`src/hdl/mepr_pkg.sv`:
```
// Shared types and constants for the Manchester edge packet receiver.
// Used by the front end, the edge queue, the decoder and the top level.
package mepr_pkg;

  localparam int IntervalW = 10;
  localparam int ExpectW   = 9;
  localparam int CfgIdxW   = 3;
  localparam int QueueDepth = 4;
  localparam int QueuePtrW  = 2;

  localparam int InDataW  = 16;
  localparam int OutDataW = 24;
  localparam int OutUserW = 2;

  // Offset from the length byte to the total packet length in bytes.
  localparam logic [ExpectW-1:0] LengthOffset = 9'd3;

  typedef enum logic [CfgIdxW-1:0] {
    CFG_FIRST_START  = 3'd0,
    CFG_SECOND_START = 3'd1,
    CFG_THIRD_START  = 3'd2,
    CFG_FOURTH_START = 3'd3,
    CFG_LONG_PULSE   = 3'd4,
    CFG_TIMEOUT      = 3'd5
  } cfg_idx_t;

  // One edge after classification against the interval registers.
  typedef struct packed {
    logic level;
    logic timeout;
    logic win_first;
    logic win_second;
    logic win_third;
    logic win_fourth;
    logic long_pulse;
  } edge_class_t;

  // Queue status seen by the top level and the decoder.
  typedef struct packed {
    logic full;
    logic empty;
  } queue_status_t;

endpackage

```
`src/hdl/mepr_front.sv`:
```
// Front end: interval registers and edge classification.
// Depends on mepr_pkg for the register indexes and the edge class struct.
module mepr_front (
  input  logic                               clk,
  input  logic                               rst,
  input  logic                               cfg_we,
  input  logic [mepr_pkg::CfgIdxW-1:0]       cfg_index,
  input  logic [mepr_pkg::IntervalW-1:0]     cfg_data,
  input  logic                               line_level,
  input  logic [mepr_pkg::IntervalW-1:0]     edge_interval,
  output mepr_pkg::edge_class_t              edge_class
);

  logic [mepr_pkg::IntervalW-1:0] first_start;
  logic [mepr_pkg::IntervalW-1:0] second_start;
  logic [mepr_pkg::IntervalW-1:0] third_start;
  logic [mepr_pkg::IntervalW-1:0] fourth_start;
  logic [mepr_pkg::IntervalW-1:0] long_pulse;
  logic [mepr_pkg::IntervalW-1:0] timeout_limit;

  always_ff @(posedge clk) begin
    if (rst) begin
      first_start   <= 10'd80;
      second_start  <= 10'd80;
      third_start   <= 10'd40;
      fourth_start  <= 10'd40;
      long_pulse    <= 10'd20;
      timeout_limit <= 10'd200;
    end else if (cfg_we) begin
      unique case (cfg_index)
        mepr_pkg::CFG_FIRST_START:  first_start   <= cfg_data;
        mepr_pkg::CFG_SECOND_START: second_start  <= cfg_data;
        mepr_pkg::CFG_THIRD_START:  third_start   <= cfg_data;
        mepr_pkg::CFG_FOURTH_START: fourth_start  <= cfg_data;
        mepr_pkg::CFG_LONG_PULSE:   long_pulse    <= cfg_data;
        mepr_pkg::CFG_TIMEOUT:      timeout_limit <= cfg_data;
        default: ;
      endcase
    end
  end

  // Open window (v, 2v); the doubled bound needs one extra bit.
  function automatic logic in_window(input logic [mepr_pkg::IntervalW-1:0] t,
                                     input logic [mepr_pkg::IntervalW-1:0] v);
    logic [mepr_pkg::IntervalW:0] twice;
    twice = {v, 1'b0};
    return (t > v) && ({1'b0, t} < twice);
  endfunction

  always_comb begin
    edge_class.level      = line_level;
    edge_class.timeout    = edge_interval > timeout_limit;
    edge_class.win_first  = in_window(edge_interval, first_start);
    edge_class.win_second = in_window(edge_interval, second_start);
    edge_class.win_third  = in_window(edge_interval, third_start);
    edge_class.win_fourth = in_window(edge_interval, fourth_start);
    edge_class.long_pulse = edge_interval > long_pulse;
  end

endmodule

```
`src/hdl/mepr_queue.sv`:
```
// Short queue of classified edges between the front end and the decoder.
// Depends on mepr_pkg for the edge class struct and the queue depth.
module mepr_queue (
  input  logic                   clk,
  input  logic                   rst,
  input  logic                   push,
  input  mepr_pkg::edge_class_t  push_data,
  input  logic                   pop,
  output mepr_pkg::edge_class_t  head,
  output mepr_pkg::queue_status_t status
);

  mepr_pkg::edge_class_t entries [mepr_pkg::QueueDepth];
  logic [mepr_pkg::QueuePtrW-1:0] wr_ptr;
  logic [mepr_pkg::QueuePtrW-1:0] rd_ptr;
  logic [mepr_pkg::QueuePtrW:0]   fill;

  assign status.full  = fill == (mepr_pkg::QueuePtrW+1)'(mepr_pkg::QueueDepth);
  assign status.empty = fill == '0;
  assign head = entries[rd_ptr];

  always_ff @(posedge clk) begin
    if (push) begin
      entries[wr_ptr] <= push_data;
    end
  end

  always_ff @(posedge clk) begin
    if (rst) begin
      wr_ptr <= '0;
      rd_ptr <= '0;
      fill   <= '0;
    end else begin
      if (push) begin
        wr_ptr <= wr_ptr + 1'b1;
      end
      if (pop) begin
        rd_ptr <= rd_ptr + 1'b1;
      end
      if (push && !pop) begin
        fill <= fill + 1'b1;
      end else if (pop && !push) begin
        fill <= fill - 1'b1;
      end
    end
  end

endmodule

```
`src/hdl/mepr_decoder.sv`:
```
// Back end: start sequence state machine, Manchester bit decoder and the
// output register. Depends on mepr_pkg for the edge class struct.
module mepr_decoder #(
  parameter int MAX_BYTES = 64
) (
  input  logic                              clk,
  input  logic                              rst,
  input  mepr_pkg::edge_class_t             edge_class,
  input  logic                              edge_avail,
  output logic                              edge_pop,
  output logic                              out_valid,
  input  logic                              out_ready,
  output logic                              out_byte_valid,
  output logic [7:0]                        out_data_byte,
  output logic [5:0]                        out_byte_index,
  output logic                              out_packet_done,
  output logic                              out_timed_out,
  output logic [6:0]                        out_packet_length
);

  localparam int CountW = $clog2(MAX_BYTES + 1);
  localparam int CmpW   = (CountW > mepr_pkg::ExpectW) ? CountW : mepr_pkg::ExpectW;

  typedef enum logic [2:0] {
    ST_IDLE   = 3'd0,
    ST_ARMED  = 3'd1,
    ST_START2 = 3'd2,
    ST_START3 = 3'd3,
    ST_START4 = 3'd4,
    ST_SKIP   = 3'd5,
    ST_DATA   = 3'd6
  } rx_state_t;

  rx_state_t                      state, state_next;
  logic                           odd_phase, odd_phase_next;
  logic [2:0]                     bit_position, bit_position_next;
  logic [7:0]                     byte_shift, byte_shift_next;
  logic [CountW-1:0]              byte_count, byte_count_next;
  logic [mepr_pkg::ExpectW-1:0]   expected_count, expected_count_next;

  logic                           emit;
  logic                           valid;
  logic                           done;
  logic                           tmo;
  logic [7:0]                     data;
  logic [CountW-1:0]              idx;
  logic [CountW-1:0]              plen;
  logic                           take;
  logic [7:0]                     shifted;
  rx_state_t                      s;

  assign edge_pop = edge_avail && (!out_valid || out_ready);

  always_comb begin
    state_next          = state;
    odd_phase_next      = odd_phase;
    bit_position_next   = bit_position;
    byte_shift_next     = byte_shift;
    byte_count_next     = byte_count;
    expected_count_next = expected_count;
    emit  = 1'b0;
    valid = 1'b0;
    done  = 1'b0;
    tmo   = 1'b0;
    data  = '0;
    idx   = '0;
    plen  = '0;
    take  = 1'b0;
    shifted = byte_shift;
    s = state;

    // Timeout or arming on a high idle edge first, then the forced restart on a low edge in the first window.
    if (s != ST_IDLE && edge_class.timeout) begin
      if (s == ST_DATA) begin
        emit = 1'b1;
        done = 1'b1;
        tmo  = 1'b1;
        plen = byte_count;
      end
      s = ST_IDLE;
    end else if (edge_class.level && s == ST_IDLE) begin
      s = ST_ARMED;
    end
    if (!edge_class.level && edge_class.win_first) begin
      s = ST_START2;
    end

    unique case (s)
      ST_START2: begin
        if (edge_class.level) begin
          s = edge_class.win_second ? ST_START3 : ST_IDLE;
        end
      end
      ST_START3: s = edge_class.win_third ? ST_START4 : ST_IDLE;
      ST_START4: s = edge_class.win_fourth ? ST_SKIP : ST_IDLE;
      ST_SKIP: begin
        // The dummy edge after the start sequence clears the byte assembler.
        bit_position_next = '0;
        odd_phase_next    = 1'b0;
        byte_shift_next   = '0;
        byte_count_next   = '0;
        s = ST_DATA;
      end
      ST_DATA: begin
        // A long pulse carries a bit at once; short ones come in pairs, with the bit taken on the later edge.
        take = edge_class.long_pulse || odd_phase;
        odd_phase_next = !edge_class.long_pulse && !odd_phase;
        if (take) begin
          shifted = byte_shift | (8'(edge_class.level) << bit_position);
          if (bit_position == 3'd7) begin
            if (byte_count == '0) begin
              expected_count_next = {1'b0, shifted} + mepr_pkg::LengthOffset;
            end
            if (byte_count < CountW'(MAX_BYTES)) begin
              valid = 1'b1;
              data  = shifted;
              idx   = byte_count;
              byte_count_next = byte_count + 1'b1;
            end
            byte_shift_next   = '0;
            bit_position_next = '0;
          end else begin
            byte_shift_next   = shifted;
            bit_position_next = bit_position + 1'b1;
          end
        end
        emit = valid;
        if (expected_count_next != '0 &&
            CmpW'(byte_count_next) >= CmpW'(expected_count_next)) begin
          emit = 1'b1;
          done = 1'b1;
          plen = byte_count_next;
          byte_count_next = '0;
          s = ST_IDLE;
        end
      end
      default: ;
    endcase
    state_next = s;
  end

  always_ff @(posedge clk) begin
    if (rst) begin
      state             <= ST_IDLE;
      odd_phase         <= 1'b0;
      bit_position      <= '0;
      byte_shift        <= '0;
      byte_count        <= '0;
      expected_count    <= '0;
      out_valid         <= 1'b0;
      out_byte_valid    <= 1'b0;
      out_data_byte     <= '0;
      out_byte_index    <= '0;
      out_packet_done   <= 1'b0;
      out_timed_out     <= 1'b0;
      out_packet_length <= '0;
    end else begin
      if (edge_pop) begin
        state             <= state_next;
        odd_phase         <= odd_phase_next;
        bit_position      <= bit_position_next;
        byte_shift        <= byte_shift_next;
        byte_count        <= byte_count_next;
        expected_count    <= expected_count_next;
        out_valid         <= emit;
        out_byte_valid    <= valid;
        out_data_byte     <= data;
        out_byte_index    <= 6'(idx);
        out_packet_done   <= done;
        out_timed_out     <= tmo;
        out_packet_length <= 7'(plen);
      end else if (out_ready) begin
        out_valid <= 1'b0;
      end
    end
  end

endmodule

```
`src/hdl/manchester_edge_packet_receiver_top.sv`:
```
// Top level of the Manchester edge packet receiver.
// Depends on mepr_pkg, mepr_front, mepr_queue and mepr_decoder.
//
// The receiver takes one edge event per input beat: the line level just after
// the edge and the time since the previous edge in 10 us units. A front end
// compares each interval against the six interval registers and pushes the
// resulting edge class into a four-entry queue. The decoder behind the queue
// checks the four-interval start sequence, skips one dummy edge and then
// decodes Manchester data, packing bits least significant first. The first
// byte plus three is the packet length. Every stored byte leaves as one output
// beat with its index; the beat that ends a packet carries tlast and the number
// of bytes stored, and tuser bit 1 marks an end by timeout gap. Bytes beyond
// MAX_BYTES are dropped, so such a packet ends only by timeout. Edges that
// produce no result leave no beat. One input beat is accepted every cycle while
// the queue has room; the decoder retires one queued edge per cycle whenever
// its output register is empty or being read, so throughput is one edge per
// clock while the output is not stalled. An accepted edge is registered in a
// queue entry, and its result then in the decoder's output register. The
// interval registers should be written only while no edge is in flight.
module manchester_edge_packet_receiver_top #(
  parameter int MAX_BYTES = 64
) (
  input  logic                               clk,
  input  logic                               rst,
  input  logic                               cfg_we,
  input  logic [mepr_pkg::CfgIdxW-1:0]       cfg_index,
  input  logic [mepr_pkg::IntervalW-1:0]     cfg_data,
  input  logic                               s_tvalid,
  output logic                               s_tready,
  // [0] line_level, [10:1] edge_interval, [15:11] zero
  input  logic [mepr_pkg::InDataW-1:0]       s_tdata,
  output logic                               m_tvalid,
  input  logic                               m_tready,
  // [7:0] data_byte, [13:8] byte_index, [20:14] packet_length, [23:21] zero
  output logic [mepr_pkg::OutDataW-1:0]      m_tdata,
  // packet_done
  output logic                               m_tlast,
  // [0] byte_valid, [1] timed_out
  output logic [mepr_pkg::OutUserW-1:0]      m_tuser
);

  mepr_pkg::edge_class_t   in_class;
  mepr_pkg::edge_class_t   head_class;
  mepr_pkg::queue_status_t q_status;
  logic                    push;
  logic                    pop;
  logic                    byte_valid;
  logic [7:0]              data_byte;
  logic [5:0]              byte_index;
  logic                    packet_done;
  logic                    timed_out;
  logic [6:0]              packet_length;

  assign s_tready = !q_status.full;
  assign push     = s_tvalid && s_tready;

  mepr_front u_front (
    .clk           (clk),
    .rst           (rst),
    .cfg_we        (cfg_we),
    .cfg_index     (cfg_index),
    .cfg_data      (cfg_data),
    .line_level    (s_tdata[0]),
    .edge_interval (s_tdata[mepr_pkg::IntervalW:1]),
    .edge_class    (in_class)
  );

  mepr_queue u_queue (
    .clk       (clk),
    .rst       (rst),
    .push      (push),
    .push_data (in_class),
    .pop       (pop),
    .head      (head_class),
    .status    (q_status)
  );

  mepr_decoder #(
    .MAX_BYTES (MAX_BYTES)
  ) u_decoder (
    .clk               (clk),
    .rst               (rst),
    .edge_class        (head_class),
    .edge_avail        (!q_status.empty),
    .edge_pop          (pop),
    .out_valid         (m_tvalid),
    .out_ready         (m_tready),
    .out_byte_valid    (byte_valid),
    .out_data_byte     (data_byte),
    .out_byte_index    (byte_index),
    .out_packet_done   (packet_done),
    .out_timed_out     (timed_out),
    .out_packet_length (packet_length)
  );

  assign m_tdata = {3'b000, packet_length, byte_index, data_byte};
  assign m_tlast = packet_done;
  assign m_tuser = {timed_out, byte_valid};

endmodule

```
`config.mk`:
```
export PLATFORM = sky130hd
export DESIGN_NAME = manchester_edge_packet_receiver_top
export DESIGN_NICKNAME = d
export VERILOG_FILES = /design/src/hdl/mepr_pkg.sv /design/src/hdl/mepr_front.sv /design/src/hdl/mepr_queue.sv /design/src/hdl/mepr_decoder.sv /design/src/hdl/manchester_edge_packet_receiver_top.sv
export SDC_FILE = /design/constraint.sdc
export NUM_CORES = 1
export LEC_CHECK = 0
export ABC_AREA = 1
export ABC_CLOCK_PERIOD_IN_PS = 4019
export BUFFER_PORTS_ARGS = -buffer_cell sky130_fd_sc_hd__buf_2
export CORE_MARGIN = 4
export CORE_UTILIZATION = 40
export DETAILED_ROUTE_END_ITERATION = 8
export PLACE_DENSITY = 0.64
export SLEW_MARGIN = 10
export SYNTH_ARGS = -nofsm -noshare
export SYNTH_HDL_FRONTEND = slang
export SYNTH_SLANG_ARGS = --single-unit
```
`constraint.sdc`:
```
create_clock -name clk -period 4.02 [get_ports clk]
set_clock_uncertainty 0.05 [all_clocks]
set_input_delay 0.402 -clock clk [delete_from_list [all_inputs] [get_ports clk]]
set_output_delay 0.402 -clock clk [all_outputs]
set_load 0.05 [all_outputs]
```
==> flow_summary.ini, run 1 <==
[outcome]
status = completed

[synth]
ys_ff_latch = 153
synthFlopType = dfxtp_1
ys_seq_area_share_pct = 37.5
syn_avg_cell_area_um2 = 7.80
synth_area_mm2 = 0.00892
synth-edff-count = 28
ys_async_sr_fraction_pct = 0
synth_cells = 1144
ys_types = 52
yosys_warnings = 0

[power_and_ir_drop]
pwr-share-clk_pct = 33.2
ir_worst_vdd_mv = 0.311
p_leak_nw = 4.50
swShare_pct = 36.5
comb_power_share_pct = 28.2
intPower_mw = 2.89
seq_power_share_pct = 38.6
powerDensity_mw_per_mm2 = 455
switchingPower_mw = 1.66

[critical_path]
r2r-end = u_decoder.out_valid
crit_path_end_kind = flop
cp.arrival_ps = 3940
reg2regPathDepth = 25
path_max_fanout = 14
cp-start-kind = flop
path_class = reg2reg
cp.required_ps = 4270
rrSetupSlack_ps = 320

[routing]
vias = 7562
post_drt_wl_per_cell_um = 14.4
via_per_inst = 5.09
initialDrtViolationCount = 400
ant_nets = 0
dr.pass1.iters = 6
postRouteWirelength_um = 21300
drc = 0

[sta]
maxSlewHeadroom_pct = 51.5
min_period_ps = 3700
hold_viol = 0
setup-violations-final = 0
fmax_mhz = 271
slew_violations = 0
period_share_pct = 91.9
layout_setup_ws_ps = 325
timing.setup.tns_ps = 0
tightest_slew_ps = 725
hold_slack_ps = 147
rsz0062_at_grt = false

[cts]
clock-sinks = 153
cts_htree_levels = 4
cts_buffers = 17
clockRootBuffer = clkbuf_16
clk_path_buf_depth = 2
cts_tree = done
insertion_delay_ps = 430
cts.reportedPaths.clkPinSlew_ps = 70

[global_routing]
antenna_found_initial = 0
grt_usage_pct = 17.6
grt_max_degree = 48
grt_overflow = 0
grt_pass1_vias = 7004
grt_pass1_wl_um = 34900

[layout]
final_net_count = 1339
diodes = 0
drive_gt1_share_pct = 12.0
area_growth_pct = 12.0
final_core_util_pct = 45.7
stdcell_area_mm2 = 0.00999

[floorplanning]
initial_utilization_pct = 40.7
die_x_um = 157
ios = 63
die_h_um = 157
rows = 54
dieArea_mm2 = 0.0248
core_area_mm2 = 0.0219

[placement]
place_congestion = 0.838
place_worst_setup_slack_ps = 360
numPortBuffers = 54
placed_cell_area_mm2 = 0.00945
post-dp-hpwl_um = 15300

[min_path]
min_from = s_tdata[0]
hold_path_depth = 1
holdPathEnd = u_queue.entries[2][6]
hp-class = in2reg

[run]
max-cap-violations = 0
per-layer routing:
| metal | vias up | wire length [µm] | GRT usage [%] |
|---|---|---|---|
| met1 | 3438 | 10200 | 23.2 |
| met5 | - | 0 | 0 |
| li1 | 3942 | - | - |
| met4 | 0 | 389 | 5.28 |
| met3 | 26 | 942 | 3.85 |
| met2 | 156 | 9780 | 29.0 |
critical path, stage by stage, from the launching register on:
cell and delay (ps):
dfxtp_1 340, buf_4 190, nand2_1 80, nand3_1 90
nand2_2 150, nand4_1 100, nand2_1 170, inv_1 80
ha_1 210, inv_1 120, nand2_4 70, o21bai_1 120
nand3_1 80, o21ai_1 170, inv_1 80, ha_1 330
a21oi_1 130, o221ai_1 120, nand3_1 90, nand4_1 70
nand2_1 110, nor2_4 60, nand2_2 100, nand2_4 90
o21ai_0 250, a21oi_1 100
cells in the mapped netlist (all sizes together) (4+ instances only):
master	number	area (µm²)
buf	14	101
nor2	82	367
a21oi	123	634
inv	172	646
dfxtp	125	2500
o21a	4	30.0
edfxtp	28	841
xor2	5	43.8
ha	110	1380
o21ai	105	529
nand4	18	119
nand3	60	318
nor3	12	65.1
a211oi	4	30.0
o211ai	17	128
clkbuf	20	75.1
nand2	214	871
o21bai	5	37.5
through the flow:
step	cells	power, mW
CTS	1487	4.59
detailed placement	1455	3.07
floorplan	1146	2.75
global route	1487	4.85
finish	1487	4.55
global placement	1455	3.04
cell type report:
type | instances | area (µm²)
fill | 2164 | 11900
clock inverter | 15 | 118
tap | 280 | 350
multi-input combinational | 787 | 4770
timing repair buffer | 63 | 338
sequential | 153 | 3340
clock buffer | 17 | 425
inverter | 172 | 646
power groups by stage:
stage	Sequential (mW)	Combinational, mW	Clock [mW]
after floorplan	1.84	0.905	0
after global placement	1.79	1.25	0
after detailed placement	1.79	1.28	0
after CTS	1.76	1.29	1.55
after global routing	1.77	1.47	1.61
final	1.76	1.28	1.51
what timing repair did:
item	4_1_cts	5_1_grt
resized for setup	0	2
setup endpoints to repair	0	10
hold buffers	0	0
endpoints found under the hold margin	0	0
setup buffers	0	0
registers in the layout (all words and copies together) (netlist names), 2 cells and up, named ones only:
| register | cells |
|---|---|
| u_decoder.bit_position | 3 |
| u_decoder.byte_count | 7 |
| u_decoder.byte_shift | 8 |
| u_decoder.expected_count | 9 |
| u_decoder.out_byte_index | 6 |
| u_decoder.out_data_byte | 8 |
| u_decoder.out_packet_length | 7 |
| u_decoder.state | 3 |
| u_front.first_start | 10 |
| u_front.fourth_start | 10 |
| u_front.long_pulse | 10 |
| u_front.second_start | 10 |
| u_front.third_start | 10 |
| u_front.timeout_limit | 10 |
| u_queue.entries | 28 |
| u_queue.fill | 3 |
| u_queue.rd_ptr | 2 |
| u_queue.wr_ptr | 2 |
placed cells by master (no fill, tap or decap), types with 9 or more instances in the layout:
master	instances
nand2_1	197
inv_1	162
dfxtp_1	125
a21oi_1	118
ha_1	110
o21ai_0	91
nor2_1	72
nand3_1	58
buf_2	54
edfxtp_1	28
nand4_1	17
o211ai_1	17
clkbuf_16	17
o21ai_1	13
nand2_2	12
nor3_1	11
inv_2	10
buf_4	9
worst max-delay path by stage:
stage / start / endpoint / slack, ps
after detailed placement: flop / u_decoder.out_packet_length[2] / 360
after global placement: flop / u_decoder.out_packet_length[2] / 420
after floorplan: flop / u_decoder.state[1] / 760
final: flop / u_decoder.out_valid / 320
after global routing: flop / u_decoder.out_packet_length[0] / 20
after CTS: flop / u_decoder.out_packet_length[2] / 330
cells by family (layout without fill, tap and decap cells):
family	Yosys count	count (layout)	synth area share, %
buffers and inverters	206	267	9.22
adders and majority gates	111	111	15.7
xor gates and xnor gates	5	5	0.491
other	1	3	0.0420
and+or+nand+nor	392	392	19.9
AOI/OAI and AO/OA	276	276	17.2
DFF	153	153	37.5
Note: power is estimated with default switching activity, not from simulation.
==> inputs of run 2 (changes only) <==
ABC_CLOCK_PERIOD_IN_PS = 4200   (was 4019)
CORE_UTILIZATION = 42   (was 40)
PLACE_DENSITY = 0.66   (was 0.64)
clock period = 4.2 ns   (was 4.02 ns; I/O delays follow)
==> flow_summary.ini, run 2 (synthesis gave the netlist of run 1 again) <==
[placement]
post-dp-hpwl_um = 15200
place_congestion = 0.858
numPortBuffers = 54

[global_routing]
grt_pass1_vias = 7239
grt_usage_pct = 18.4
grt_pass1_wl_um = 35700
grt_overflow = 0
grt_max_degree = 50
antenna_found_initial = 0

[layout]
largest_reg_flops = 28
drive_gt1_share_pct = 11.9
area_growth_pct = 12.4
diodes = 0
regMostFlops = u_queue.entries
nFillCells = 2113
layout_common_cells = nand2_1 (197), inv_1 (163), dfxtp_1 (124)
layout_commonest_cell = nand2_1
final_net_count = 1339

[outcome]
status = completed

[power_and_ir_drop]
pwr-share-clk_pct = 34.0
seq_power_share_pct = 38.1
switchingPower_mw = 1.56
p_leak_nw = 4.51
ir_worst_vdd_mv = 0.290
comb_power_share_pct = 27.8
powerDensity_mw_per_mm2 = 442
intPower_mw = 2.88
swShare_pct = 35.1

[floorplanning]
initial_utilization_pct = 42.6
die_h_um = 154
rows = 53
dieArea_mm2 = 0.0236
die_x_um = 154
core_area_mm2 = 0.0210
ios = 63

[cts]
cts_buffers = 17
clockRootBuffer = clkbuf_16
hold_buffers = 0
cts_tree = done
cts.reportedPaths.clkPinSlew_ps = 60
clock-sinks = 153
insertion_delay_ps = 430
cts_htree_levels = 4
clk_path_buf_depth = 2

[sta]
rsz0062_at_grt = false
slew_violations = 0
period_share_pct = 87.8
fmax_mhz = 271
setup-violations-final = 0
hold_viol = 0
hold_slack_ps = 157
tightest_slew_ps = 776
min_period_ps = 3690
timing.setup.tns_ps = 0
maxSlewHeadroom_pct = 47.9

[routing]
vias = 7584
dr.pass1.iters = 5
drc = 0
post_drt_wl_per_cell_um = 14.5
ant_nets = 0
via_per_inst = 5.12
postRouteWirelength_um = 21400
initialDrtViolationCount = 386

[critical_path]
cp_common_cell = inv_1
rrSetupSlack_ps = 510
cp.required_ps = 4440
slowest_delay_ps = 370
cp.arrival_ps = 3930
path_max_fanout = 8
crit_chain = inv_1, nand2_1, nand2_2, nand4_1, nand2_1, inv_1, ha_1, inv_1, nand2_4, o21bai_1, nand3_1, o21ai_1, inv_1, ha_1, a21oi_1, o221ai_1, nand3_1, nand4_1, nand2_1, nor2_2, nand2_2, nand2_4, o21ai_0, a21oi_1
path_class = reg2reg
cp-start-kind = flop
crit_path_end_kind = flop
slowest_stage = dfxtp_1

[min_path]
hp-class = in2reg

[run]
max-cap-violations = 0
-- run 2: repair_timing --
action                                  in CTS  in global routing
buffers inserted                             0                  0
hold endpoints to repair                     0                  0
resized for setup                            0                  1
endpoints found under the setup margin       0                  7
-- run 2: final timing paths --
path,cells after the start,endpoint,from
worst max-delay path,24,u_decoder.out_valid,flop
worst min-delay path,1,u_queue.entries[3][6],s_tdata[0]
worst min register to register,2,u_decoder.out_data_byte[3],u_decoder.out_data_byte[3]
worst max register to register,24,u_decoder.out_valid,flop
-- run 2: per-layer routing --
layer	vias to the layer above	share of wire, %	global-route usage (%)
li1	3936	-	-
met1	3463	47	24.3
met2	154	47	30.8
met3	31	3.8	3.35
met4	0	2.3	5.85
met5	-	0	0
-- run 2: critical path, delay by kind of cell (launching register included) --
family | cells | cell delay (ps)
buffers and inverters | 4 | 520
AO/OA/AOI/OAI | 6 | 960
adder cells (fa/ha/maj) | 2 | 540
AND/OR/NAND/NOR | 12 | 1130
flip-flops | 1 | 370
-- run 2: final cells by class --
| type | instances | area [µm²] | area share, % |
|---|---|---|---|
| clock inverters | 12 | 116 | 1.16 |
| well taps | 275 | 344 | 3.43 |
| multi-input cells | 787 | 4770 | 47.6 |
| clock buffers | 20 | 468 | 4.67 |
| repair buffers | 63 | 338 | 3.37 |
| flip-flops and latches | 153 | 3340 | 33.4 |
| inverters | 172 | 646 | 6.44 |
-- run 2: power groups by stage --
stage          Combinational (mW)  Clock [mW]  Sequential, mW
2_1_floorplan               0.866           0            1.76
3_3_place_gp                 1.20           0            1.72
3_5_place_dp                 1.23           0            1.72
4_1_cts                      1.24        1.53            1.69
5_1_grt                      1.40        1.61            1.70
6_report                     1.23        1.51            1.69
-- run 2: through the flow --
| step | utilization [%] | cell area (µm²) | instances | setup WS (ps) | total power, mW |
|---|---|---|---|---|---|
| after floorplan | - | 8930 | 1146 | 935 | 2.63 |
| after global routing | 47.8 | 10000 | 1482 | 133 | 4.72 |
| after CTS | 47.8 | 10000 | 1482 | 336 | 4.46 |
| final | 47.8 | 10000 | 1482 | 514 | 4.44 |
| after global placement | 45.0 | 9440 | 1450 | 468 | 2.92 |
| after detailed placement | 45.0 | 9440 | 1450 | 377 | 2.95 |
==> inputs of run 3 (changes only) <==
ABC_CLOCK_PERIOD_IN_PS = 4700   (was 4200)
PLACE_DENSITY = not set   (was 0.66)
PLACE_DENSITY_LB_ADDON = 0.3   (was not set)
clock period = 4.7 ns   (was 4.2 ns; I/O delays follow)
==> flow_summary.ini, run 3 (synthesis gave the netlist of run 1 again) <==
[floorplanning]
rows = 53
initial_utilization_pct = 42.6
die_h_um = 154
core_area_mm2 = 0.0210
dieArea_mm2 = 0.0236
die_x_um = 154
ios = 63

[power_and_ir_drop]
power_mw = 4.06
pwr-share-clk_pct = 35.9
seq_power_share_pct = 37.2
comb_power_share_pct = 26.9
powerDensity_mw_per_mm2 = 403
intPower_mw = 2.64
switchingPower_mw = 1.41
ir_worst_vdd_mv = 0.270
swShare_pct = 34.9
p_leak_nw = 4.53

[sta]
min_period_ps = 3920
period_share_pct = 83.5
timing.setup.tns_ps = 0
maxSlewHeadroom_pct = 46.9
fmax_mhz = 255
rsz0062_at_grt = false
layout_setup_ws_ps = 776
setup-violations-final = 0
tightest_slew_ps = 790
slew_violations = 0
hold_viol = 0

[global_routing]
antenna_found_initial = 0
grt_overflow = 0
grt_usage_pct = 18.6
grt_pass1_vias = 7238
grt_pass1_wl_um = 35800
grt_max_degree = 65

[routing]
postRouteWirelength_um = 21600
post_drt_wl_per_cell_um = 14.6
dr.pass1.iters = 7
drc = 0
vias = 7581
ant_nets = 0
via_per_inst = 5.12
initialDrtViolationCount = 393

[cts]
cts_tree = done
cts_htree_levels = 4
post_cts_resized = 0
post-cts-setup-buffers = 0
insertion_delay_ps = 430
cts_buffers = 17
clockRootBuffer = clkbuf_16
hold_buffers = 0
clk_path_buf_depth = 2
cts.reportedPaths.clkPinSlew_ps = 70
clock-sinks = 153

[placement]
dp_cells = 1448
post-dp-hpwl_um = 15300
place_worst_setup_slack_ps = 872
place_congestion = 0.868
numPortBuffers = 54

[critical_path]
cp-start-kind = flop
path_max_fanout = 15
cp.required_ps = 5030
slowest_delay_ps = 380
crit_path_end_kind = flop
slowest_stage = dfxtp_1
cp_common_cell = nand2_1
cp.arrival_ps = 4260
path_class = reg2reg

[run]
max-cap-violations = 0

[layout]
layout_common_cells = nand2_1 (197), inv_1 (163), dfxtp_1 (125)
drive_gt1_share_pct = 11.8
final_net_count = 1337
layout_commonest_cell = nand2_1
final_cells = 1480
regMostFlops = u_queue.entries
area_growth_pct = 12.7
largest_reg_flops = 28
diodes = 0

[min_path]
hp-class = in2reg

[outcome]
status = completed
-- run 3: cell types whose count changed in the layout (fill, tap and decap cells not counted), sizes merged --
| cell | change |
|---|---|
| clkinvlp | -4 |
| inv | +4 |
| buf | -2 |
| bufinv | +1 |
| clkbuf | -1 |
-- run 3: power by group through the flow --
stage          Combinational (mW)  Clock, mW  Sequential (mW)
6_report                     1.09       1.46             1.51
4_1_cts                      1.09       1.48             1.51
5_1_grt                      1.24       1.54             1.52
2_1_floorplan               0.774          0             1.58
3_5_place_dp                 1.08          0             1.54
3_3_place_gp                 1.07          0             1.53
-- run 3: per-stage QoR --
| step | utilization [%] | hold slack (ps) | cell area [µm²] |
|---|---|---|---|
| global route | 48.0 | 202 | 10100 |
| finish | 48.0 | 204 | 10100 |
| detailed placement | 45.0 | 401 | 9420 |
| global placement | 45.0 | 397 | 9420 |
| CTS | 48.0 | 195 | 10100 |
| floorplan | - | 383 | 8930 |
-- run 3: routing by layer --
metal | vias to the layer above | track usage (%) | share of wire [%]
li1 | 3943 | - | -
met1 | 3452 | 24.5 | 47
met2 | 153 | 31.4 | 46
met3 | 33 | 3.41 | 4.3
met4 | 0 | 5.26 | 2.1
met5 | - | 0 | 0
-- run 3: worst paths after layout --
check	start	cells after the start	slack, ps	endpoint
min reg2reg	u_front.timeout_limit[5]	2	410	u_front.timeout_limit[5]
max reg2reg	flop	28	780	u_decoder.out_packet_length[5]
min	s_tdata[0]	1	200	u_queue.entries[3][6]
max	flop	28	780	u_decoder.out_packet_length[5]
-- run 3: layout make-up --
type	instances	area, µm²
fill	2074	10900
multi-input combinational	787	4770
sequential	153	3340
inverter	172	646
clock buffer	19	475
tap	275	344
timing repair buffer	61	323
clock inverter	13	154
-- run 3: critical path: cells and delay by family, from the launching register on --
kind / cells / cell delay (ps)
buffers and inverters: 6 / 690
adder cells (fa/ha/maj): 2 / 530
AO/OA/AOI/OAI: 3 / 580
AND/OR/NAND/NOR: 17 / 1670
flip-flops: 1 / 380
